--- config.mk ---
export PLATFORM = sky130hd
export DESIGN_NAME = retry_backoff_deadline_timer
export DESIGN_NICKNAME = d
export VERILOG_FILES = /design/src/hdl/rbdt_pkg.sv /design/src/hdl/retry_backoff_deadline_timer.sv /design/src/hdl/rbdt_cfg.sv /design/src/hdl/rbdt_core.sv /design/src/hdl/rbdt_skid.sv
export SDC_FILE = /design/constraint.sdc
export NUM_CORES = 1
export LEC_CHECK = 0
export BUFFER_PORTS_ARGS = -buffer_cell sky130_fd_sc_hd__buf_4
export CORE_ASPECT_RATIO = 0.6
export CORE_MARGIN = 1.5
export CORE_UTILIZATION = 56
export CTS_BUF_LIST = sky130_fd_sc_hd__clkbuf_4
export DETAILED_ROUTE_END_ITERATION = 8
export PLACE_DENSITY_LB_ADDON = 0.05
export SYNTH_ARGS = -nofsm -noshare
export SYNTH_HDL_FRONTEND = slang
export SYNTH_SLANG_ARGS = --single-unit
export TNS_END_PERCENT = 30
--- constraint.sdc ---
create_clock -name aclk -period 4.85 [get_ports aclk]
set_clock_uncertainty 0.05 [all_clocks]
set_input_delay 0.2425 -clock aclk [delete_from_list [all_inputs] [get_ports aclk]]
set_output_delay 0.2425 -clock aclk [all_outputs]
set_load 0.01 [all_outputs]
--- src/hdl/rbdt_pkg.sv ---
// Package for the retry backoff deadline timer.
// Holds field widths, command/status/register codes and shared structs.
// No dependencies.
package rbdt_pkg;

    localparam int TimeW    = 32;
    localparam int DelayW   = 31;
    localparam int ModeW    = 2;
    localparam int StatusW  = 2;
    localparam int CountW   = 2;
    localparam int CfgIdxW  = 2;
    localparam int InDataW  = 32;
    localparam int OutDataW = 40;

    localparam logic [ModeW-1:0] MODE_POLL     = 2'd0;
    localparam logic [ModeW-1:0] MODE_SCHEDULE = 2'd1;
    localparam logic [ModeW-1:0] MODE_RESET    = 2'd2;

    localparam logic [StatusW-1:0] ST_OK        = 2'd0;
    localparam logic [StatusW-1:0] ST_ARMED     = 2'd1;
    localparam logic [StatusW-1:0] ST_NO_DELAY  = 2'd2;

    localparam logic [CfgIdxW-1:0] REG_FIRST  = 2'd0;
    localparam logic [CfgIdxW-1:0] REG_SECOND = 2'd1;
    localparam logic [CfgIdxW-1:0] REG_THIRD  = 2'd2;
    localparam logic [CfgIdxW-1:0] REG_LIMIT  = 2'd3;

    localparam logic [CountW-1:0] MAX_ATTEMPTS = 2'd3;

    localparam logic [DelayW-1:0] FIRST_RST  = 31'd1000;
    localparam logic [DelayW-1:0] SECOND_RST = 31'd2000;
    localparam logic [DelayW-1:0] THIRD_RST  = 31'd4000;
    localparam logic [CountW-1:0] LIMIT_RST  = 2'd3;

    typedef struct packed {
        logic [CountW-1:0] attempt_limit;
        logic [DelayW-1:0] third_delay;
        logic [DelayW-1:0] second_delay;
        logic [DelayW-1:0] first_delay;
    } cfg_t;

    // packed MSB first: status lands in the lowest bits
    typedef struct packed {
        logic              is_armed;
        logic [CountW-1:0] attempt_count;
        logic              exhausted;
        logic              due_now;
        logic              fired;
        logic [DelayW-1:0] chosen_delay;
        logic [StatusW-1:0] status;
    } result_t;

endpackage

--- src/hdl/retry_backoff_deadline_timer.sv ---
// Retry backoff deadline timer, top level.
// Result words are registered before they appear on m_tvalid.
// Throughput: one word per cycle while s_tready is high; state updates at each accept.
// Output register plus one skid entry keep s_tready up while a result waits.
// aresetn (sync, active low) clears state, output valids and restores delay defaults.
// Depends on rbdt_pkg, rbdt_cfg, rbdt_core, rbdt_skid.
module retry_backoff_deadline_timer (
    input  logic                              aclk,
    input  logic                              aresetn,
    input  logic                              s_tvalid,
    output logic                              s_tready,
    input  logic [rbdt_pkg::InDataW-1:0]      s_tdata,   // now_ms[31:0]
    input  logic [rbdt_pkg::ModeW-1:0]        s_tuser,   // mode[1:0]
    output logic                              m_tvalid,
    input  logic                              m_tready,
    // status[1:0], delay[32:2], fired[33], due_now[34], exhausted[35],
    // attempt_count[37:36], is_armed[38], zero[39]
    output logic [rbdt_pkg::OutDataW-1:0]     m_tdata,
    input  logic                              cfg_valid,
    output logic                              cfg_ready,
    input  logic [rbdt_pkg::CfgIdxW-1:0]      cfg_index,
    input  logic [rbdt_pkg::DelayW-1:0]       cfg_data
);

    rbdt_pkg::cfg_t    cfg;
    rbdt_pkg::result_t core_result;
    rbdt_pkg::result_t out_result;
    logic              in_fire;

    assign cfg_ready = 1'b1;
    assign in_fire   = s_tvalid && s_tready;

    rbdt_cfg u_cfg (
        .aclk     (aclk),
        .aresetn  (aresetn),
        .wr_en    (cfg_valid && cfg_ready),
        .wr_index (cfg_index),
        .wr_data  (cfg_data),
        .cfg      (cfg)
    );

    rbdt_core u_core (
        .aclk    (aclk),
        .aresetn (aresetn),
        .in_fire (in_fire),
        .mode    (s_tuser),
        .now_ms  (s_tdata),
        .cfg     (cfg),
        .result  (core_result)
    );

    rbdt_skid u_skid (
        .aclk      (aclk),
        .aresetn   (aresetn),
        .in_valid  (in_fire),
        .in_data   (core_result),
        .in_ready  (s_tready),
        .out_valid (m_tvalid),
        .out_data  (out_result),
        .out_ready (m_tready)
    );

    assign m_tdata = {1'b0, out_result};

endmodule

--- src/hdl/rbdt_cfg.sv ---
// Configuration register file for the retry timer.
// Depends on rbdt_pkg.
module rbdt_cfg (
    input  logic                           aclk,
    input  logic                           aresetn,
    input  logic                           wr_en,
    input  logic [rbdt_pkg::CfgIdxW-1:0]   wr_index,
    input  logic [rbdt_pkg::DelayW-1:0]    wr_data,
    output rbdt_pkg::cfg_t                 cfg
);

    rbdt_pkg::cfg_t cfg_reg, cfg_next;

    always_comb begin
        cfg_next = cfg_reg;
        if (wr_en) begin
            unique case (wr_index)
                rbdt_pkg::REG_FIRST:  cfg_next.first_delay   = wr_data;
                rbdt_pkg::REG_SECOND: cfg_next.second_delay  = wr_data;
                rbdt_pkg::REG_THIRD:  cfg_next.third_delay   = wr_data;
                rbdt_pkg::REG_LIMIT:  cfg_next.attempt_limit = wr_data[rbdt_pkg::CountW-1:0];
                default: ;
            endcase
        end
    end

    always_ff @(posedge aclk) begin
        if (!aresetn) begin
            cfg_reg.first_delay   <= rbdt_pkg::FIRST_RST;
            cfg_reg.second_delay  <= rbdt_pkg::SECOND_RST;
            cfg_reg.third_delay   <= rbdt_pkg::THIRD_RST;
            cfg_reg.attempt_limit <= rbdt_pkg::LIMIT_RST;
        end else begin
            cfg_reg <= cfg_next;
        end
    end

    assign cfg = cfg_reg;

endmodule

--- src/hdl/rbdt_core.sv ---
// Timer state and per-command update logic; produces one result per word.
// Depends on rbdt_pkg.
module rbdt_core (
    input  logic                         aclk,
    input  logic                         aresetn,
    input  logic                         in_fire,
    input  logic [rbdt_pkg::ModeW-1:0]   mode,
    input  logic [rbdt_pkg::TimeW-1:0]   now_ms,
    input  rbdt_pkg::cfg_t               cfg,
    output rbdt_pkg::result_t            result
);

    logic [rbdt_pkg::TimeW-1:0]  deadline_reg, deadline_next;
    logic [rbdt_pkg::CountW-1:0] attempts_reg, attempts_next;
    logic                        armed_reg, armed_next;

    logic [rbdt_pkg::TimeW-1:0]  elapsed_old;
    logic [rbdt_pkg::TimeW-1:0]  elapsed_new;
    logic [rbdt_pkg::DelayW-1:0] sel_delay;
    logic                        reached_old;

    assign elapsed_old = now_ms - deadline_reg;
    assign reached_old = armed_reg && !elapsed_old[rbdt_pkg::TimeW-1];

    always_comb begin
        case (attempts_reg)
            2'd0:    sel_delay = cfg.first_delay;
            2'd1:    sel_delay = cfg.second_delay;
            default: sel_delay = cfg.third_delay;
        endcase
    end

    always_comb begin
        deadline_next = deadline_reg;
        attempts_next = attempts_reg;
        armed_next    = armed_reg;
        result.status       = rbdt_pkg::ST_OK;
        result.chosen_delay = '0;
        result.fired        = 1'b0;
        unique case (mode)
            rbdt_pkg::MODE_POLL: begin
                if (reached_old) begin
                    armed_next   = 1'b0;
                    result.fired = 1'b1;
                end
            end
            rbdt_pkg::MODE_SCHEDULE: begin
                if (armed_reg) begin
                    result.status = rbdt_pkg::ST_ARMED;
                end else if (attempts_reg == rbdt_pkg::MAX_ATTEMPTS) begin
                    result.status = rbdt_pkg::ST_NO_DELAY;
                end else begin
                    result.chosen_delay = sel_delay;
                    deadline_next       = now_ms + {1'b0, sel_delay};
                    attempts_next       = attempts_reg + 2'd1;
                    armed_next          = 1'b1;
                end
            end
            rbdt_pkg::MODE_RESET: begin
                deadline_next = '0;
                attempts_next = '0;
                armed_next    = 1'b0;
            end
            default: ;
        endcase
        elapsed_new          = now_ms - deadline_next;
        result.due_now       = armed_next && !elapsed_new[rbdt_pkg::TimeW-1];
        result.exhausted     = (attempts_next >= cfg.attempt_limit);
        result.attempt_count = attempts_next;
        result.is_armed      = armed_next;
    end

    always_ff @(posedge aclk) begin
        if (!aresetn) begin
            deadline_reg <= '0;
            attempts_reg <= '0;
            armed_reg    <= 1'b0;
        end else if (in_fire) begin
            deadline_reg <= deadline_next;
            attempts_reg <= attempts_next;
            armed_reg    <= armed_next;
        end
    end

endmodule

--- src/hdl/rbdt_skid.sv ---
// Output register with one skid entry for result words.
// Depends on rbdt_pkg.
module rbdt_skid (
    input  logic              aclk,
    input  logic              aresetn,
    input  logic              in_valid,
    input  rbdt_pkg::result_t in_data,
    output logic              in_ready,
    output logic              out_valid,
    output rbdt_pkg::result_t out_data,
    input  logic              out_ready
);

    logic              out_valid_reg, out_valid_next;
    logic              skid_valid_reg, skid_valid_next;
    rbdt_pkg::result_t out_data_reg, out_data_next;
    rbdt_pkg::result_t skid_data_reg, skid_data_next;

    always_comb begin
        out_valid_next  = out_valid_reg;
        out_data_next   = out_data_reg;
        skid_valid_next = skid_valid_reg;
        skid_data_next  = skid_data_reg;
        if (out_ready || !out_valid_reg) begin
            if (skid_valid_reg) begin
                out_valid_next  = 1'b1;
                out_data_next   = skid_data_reg;
                skid_valid_next = 1'b0;
            end else begin
                out_valid_next = in_valid;
                out_data_next  = in_data;
            end
        end else if (in_valid) begin
            skid_valid_next = 1'b1;
            skid_data_next  = in_data;
        end
    end

    always_ff @(posedge aclk) begin
        if (!aresetn) begin
            out_valid_reg  <= 1'b0;
            skid_valid_reg <= 1'b0;
        end else begin
            out_valid_reg  <= out_valid_next;
            skid_valid_reg <= skid_valid_next;
        end
        out_data_reg  <= out_data_next;
        skid_data_reg <= skid_data_next;
    end

    assign in_ready  = !skid_valid_reg;
    assign out_valid = out_valid_reg;
    assign out_data  = out_data_reg;

endmodule
### Word level (Yosys, flattened, before mapping)

Cells that the tools add are included.

* flip-flop bits (word level): 210
* input bits: 72

* magnitude comparators: 1
* add/sub/neg operators: 4
* equal/unequal tests: 7
* bitwise logic cells: 2
* multiplexer cells: 20
* reductions and logical operators: 17

Operators by type and width (count)
* $mux W32: 2
* $pmux W32 S2: 1
* $sub A32 B32 Y32: 2
* $mux W31: 2
* $pmux W31 S2: 1
* $mux W39: 1
* $mux W33: 1
* $add A32 B31 Y32: 1
* $reduce_and A2 Y1: 5
* $eq A2 B2 Y1 const B: 4
* $mux W2: 4
* $eq A2 B1 Y1 const B: 3
* $logic_not A2 Y1: 3
* $mux W1: 6
* $logic_not A1 Y1: 4
* $pmux W2 S2: 1
* $logic_and A1 B1 Y1: 3
* $pmux W1 S3: 1
* $add A2 B1 Y2 const B: 1
* $ge A2 B2 Y1: 1
* $not A1 Y1: 2
* $reduce_or A2 Y1: 1
* $logic_or A1 B1 Y1: 1

### Logic depth before layout (Yosys ltp)

* word-level depth: 10
* gate-level depth with buffers: 25
* depth with buffers taken out: 23

### Hierarchy

Synthesis repeated with hierarchy kept, for this count alone.

* cell total of the unflattened synthesis: 1205
* area, all modules: 12176.7 µm²

By module, submodules not included
* rbdt_core: area an instance 5396.4 µm², seq. area each 700.7 µm², instances 1, cells each 713
* rbdt_cfg: area an instance 3652.3 µm², seq. area each 1901.8 µm², instances 1, cells each 356
* rbdt_skid: area an instance 3099.2 µm², seq. area each 2382.3 µm², instances 1, cells each 131
* retry_backoff_deadline_timer: area an instance 28.8 µm², seq. area each 0.0 µm², instances 1, cells each 5

### Worst setup path before layout

No wires, ideal clock.

* path kind: register to register
* from: register u_core.attempts_reg[0] in the netlist's numbering
* to: register u_skid.out_data_reg, in the netlist u_skid.out_data[34], data pin
* required time: 4.544 ns
* path slack: -0.388 ns
* library setup time: 0.256 ns
* buffers on the path: 2
* data arrival time: 4.932 ns
* cell stages (with the launch flop): 24
* cell sequence: dfxtp_1 buf_1 buf_1 mux2i_1 nor2_1 a21oi_1 inv_1 ha_1 a21oi_1 o21ai_0 a21oi_1 o21ai_0 a21boi_0 xnor2_1 a22oi_1 ha_1 o21ai_0 a31oi_1 o31a_1 a311o_1 a31oi_1 xor2_1 xnor2_1 a22o_1

* cells in the longest elaborated chain, start to end: 10

Ends and longest elaborated chain
* from (decl): line rbdt_core.sv:14 `logic [rbdt_pkg::CountW-1:0] attempts_reg, attempts_next;`
* from (signal assigned): line rbdt_core.sv:80 `attempts_reg <= attempts_next;`
* $eq A2 B1 Y1 or $logic_not A2 Y1 (tied branches): line rbdt_core.sv:26 `case (attempts_reg)`
* $pmux W31 S2: line rbdt_core.sv:26
* $add A32 B31 Y32: line rbdt_core.sv:54 `deadline_next = now_ms + {1'b0, sel_delay};`
* $mux W32: line rbdt_core.sv:50 `end else if (attempts_reg == rbdt_pkg::MAX_ATTEMPTS) begin`
* $mux W32: line rbdt_core.sv:48 `if (armed_reg) begin`
* $pmux W32 S2: line rbdt_core.sv:40 `unique case (mode)`
* $sub A32 B32 Y32: line rbdt_core.sv:66 `elapsed_new = now_ms - deadline_next;`
* $logic_not A1 Y1: line rbdt_core.sv:67 `result.due_now = armed_next && !elapsed_new[rbdt_pkg::TimeW-1];`
* $logic_and A1 B1 Y1 *: line rbdt_core.sv:67
* $mux W39 *: line rbdt_skid.sv:25 `if (skid_valid_reg) begin`
* to (signal assigned): line rbdt_skid.sv:47 `out_data_reg <= out_data_next;`
* to (decl): line rbdt_skid.sv:16 `rbdt_pkg::result_t out_data_reg, out_data_next;`

Every way passes the cells marked *; elsewhere a longest branch is shown, timed or not.
A chain may end at the register's enable or synchronous reset.

### Worst setup path in the final report

Ends and elaborated chain as after synthesis.

==> results.cfg <==
[timing]
setup_ws_ps = 7.09
relSlewSlack = 0.260
finalSetupViolations = 0
fmax_ghz = 0.206
rsz0062_at_grt = yes
slew_viol_final = 0
fin_setup_tns_ps = 0
fin_crit_ps = 4840
min_period_over_period = 0.999
hold_viol = 0
tightest_slew_ps = 1110
fin_hold_ws_ps = 101

[setup_path]
arrival_ps = 5270
critPathLaunchType = flip-flop
cp-end-kind = flip-flop
critPathBufInv = 2
critical_path.top_delay_family = compound AO/OA/AOI/OAI gates
cp.depth = 24
cp_slowest_cell = dfxtp_4
max_stage_delay_ps = 360
critical_path_class = flip-flop to flip-flop
cp_cell_sequence = buf_4, mux2i_1, o21ai_2, ha_2, inv_1, fa_2, nand2b_4, a21oi_4, o21ai_2, o211ai_1, a31oi_2, o21ai_1, xor2_1, a22oi_1, ha_1, a21o_1, a21oi_1, nor2b_1, a211oi_1, o21ai_1, a31oi_4, xor2_1, xnor2_1, a22o_1
cp.required_ps = 5280
worstRegToRegCells = 24
cp_max_fo = 4

[worst_hold_path]
holdCritPathClass = primary input to flip-flop
holdPathStages = 5

[place]
io_buffers = 112
place_congestion = 0.936
post-dp-hpwl_mm = 25.8
pre_cts_slack_ps = -501

[floorplanning]
die-area_um2 = 21900
dieHeight_um = 115
fp.dieW_um = 190
initial_core_util = 0.580
pin_count = 115
rows = 40
fp.coreArea_um2 = 20300

[routing]
wl_met1_mm = 17.0
drt_iter0_drc = 1049
first_pass_iters = 5
ant_nets = 0
dr_wl_met2_mm = 14.2
highest_layer = met4
viasPerCell = 5.73
num_vias = 11000
finalWirelength_mm = 36.0
met3_length_mm = 4.16
wl_per_cell_um = 18.8
drcViolationCount = 0

[clock_tree]
clk_latency_ps = 720
cts_sinks = 210
h-tree-depth = 2
cts_tree = done
root_buffer = clkbuf_4
numCtsBuffers = 49
cts_max_path_buffers = 3
clkTransAtPathRegs_ps = 70

[grt]
grt_start_max_net_pins = 80
grt_usage = 0.329
antenna_found_initial = 1
grt_pass1_vias = 9998
grt_pass1_wl_mm = 55.3
grt_overflow = 0

[synth]
synth-seq-cells = 210
postSynthCellCount = 1323
synth_seq_area_share = 0.423
synth_area_um2 = 11800
synth_top_area_share = 0.224
yosysUniqueCellTypes = 70
synth_area_leaders = dfxtp_1 22%, edfxtp_1 20%, ha_1 11%, nand2_1 8.4%, a21oi_1 6.2%
syn-num-nets = 1495
ys.flop_type = dfxtp_1
synth_top_cell_by_area = dfxtp_1
async_reset_ff_frac = 0
synth.avg_cell_area_um2 = 8.90
synth-edff-count = 78
ys_warn_count = 0

[power]
power.density_nw_per_um2 = 294
p_leak_nw = 6.35
peakVddDrop_uv = 204

[run_status]
status = finished, final reports clean

[layout]
layout_common_cells = 263 x nand2_1, 263 x buf_4, 141 x a21oi_1
largest_reg_flops = 95
synthToLayoutAreaGrowth_pct = 28.4
drive_gt1_frac = 0.264
nets = 1777
postLayoutCoreUtil = 0.744

[run]
drv_cap = 0
## power by group
| part | leakage, nW | total, mW | switching (mW) | internal (mW) |
|---|---|---|---|---|
| logic | 4.10 | 0.978 | 0.526 | 0.452 |
| clock network | 0.393 | 1.51 | 0.738 | 0.775 |
| registers | 1.86 | 1.96 | 0.0447 | 1.91 |
| total | 6.35 | 4.45 | 1.31 | 3.14 |
## path summary, 6_finish.rpt
| check | startpoint | endpoint | slack, ps |
|---|---|---|---|
| worst max-delay path | u_core.attempts_reg[0] | u_skid.out_data[34] | 7 |
| worst min-delay path | s_tdata[0] | u_core.deadline_reg[0] | 100 |
| worst max register to register | u_core.attempts_reg[0] | u_skid.out_data[34] | 7 |
| worst min register to register | u_cfg.cfg[59] | u_cfg.cfg[59] | 400 |
## worst register-to-register path, stage by stage, from the launching register on
cell	delay, ps
dfxtp_4	360
buf_4	160
mux2i_1	140
o21ai_2	200
ha_2	210
inv_1	60
fa_2	350
nand2b_4	160
a21oi_4	160
o21ai_2	90
o211ai_1	250
a31oi_2	160
o21ai_1	190
xor2_1	280
a22oi_1	120
ha_1	330
a21o_1	170
a21oi_1	130
nor2b_1	60
a211oi_1	160
o21ai_1	140
a31oi_4	220
xor2_1	190
xnor2_1	100
a22o_1	180
## Yosys cell counts (21+ instances only)
library cell / number
nand2_1: 263
edfxtp_1: 78
dfxtp_1: 132
a21o_1: 21
and2_1: 36
clkbuf_1: 63
mux2_2: 34
inv_1: 49
mux2i_1: 34
o21ai_0: 71
nor2_1: 55
ha_1: 99
a22oi_1: 25
a21oi_1: 145
nand3_1: 29
## layout make-up
class,count,area (um2)
Timing Repair Buffer,307,2450
Sequential cell,210,4990
Fill cell,1553,5190
Multi-Input combinational cell,986,6490
Clock buffer,77,578
Antenna cell,1,2.50
Clock inverter,12,78.8
Tap cell,273,342
Inverter,51,191
## per-stage QoR
stage	cells	power, mW	cell area (um2)
2_1_floorplan	1323	2.48	11800
3_3_place_gp	1781	2.88	13800
3_5_place_dp	1781	2.89	13800
4_1_cts	1912	4.43	15000
5_1_grt	1917	4.65	15100
6_report	1917	4.45	15100
## cell families after synthesis
| kind of cell | Yosys count | share of synthesized area |
|---|---|---|
| and+or+nand+nor | 439 | 0.165 |
| AOI/OAI and AO/OA | 348 | 0.180 |
| DFF | 210 | 0.423 |
| buffers and inverters | 127 | 0.0415 |
| adders and majority gates | 100 | 0.107 |
| muxes | 68 | 0.0614 |
| xor gates and xnor gates | 29 | 0.0216 |
| other | 2 | 0.000638 |
## repair_timing
| item | in CTS | in global routing |
|---|---|---|
| pin swaps | 9 | 16 |
| setup buffers | 2 | 5 |
| gates resized for setup | 40 | 23 |
| endpoints found under the hold margin | 112 | 0 |
| endpoints found under the setup margin | 2 | 2 |
| hold buffers | 40 | 0 |
| cloned | 0 | 0 |
## metal layers
layer	GRT usage	vias up
met5	0	-
met2	0.450	558
met3	0.0931	44
li1	-	5303
met4	0.0819	0
met1	0.504	5082
(Power assumes the default switching activity.)
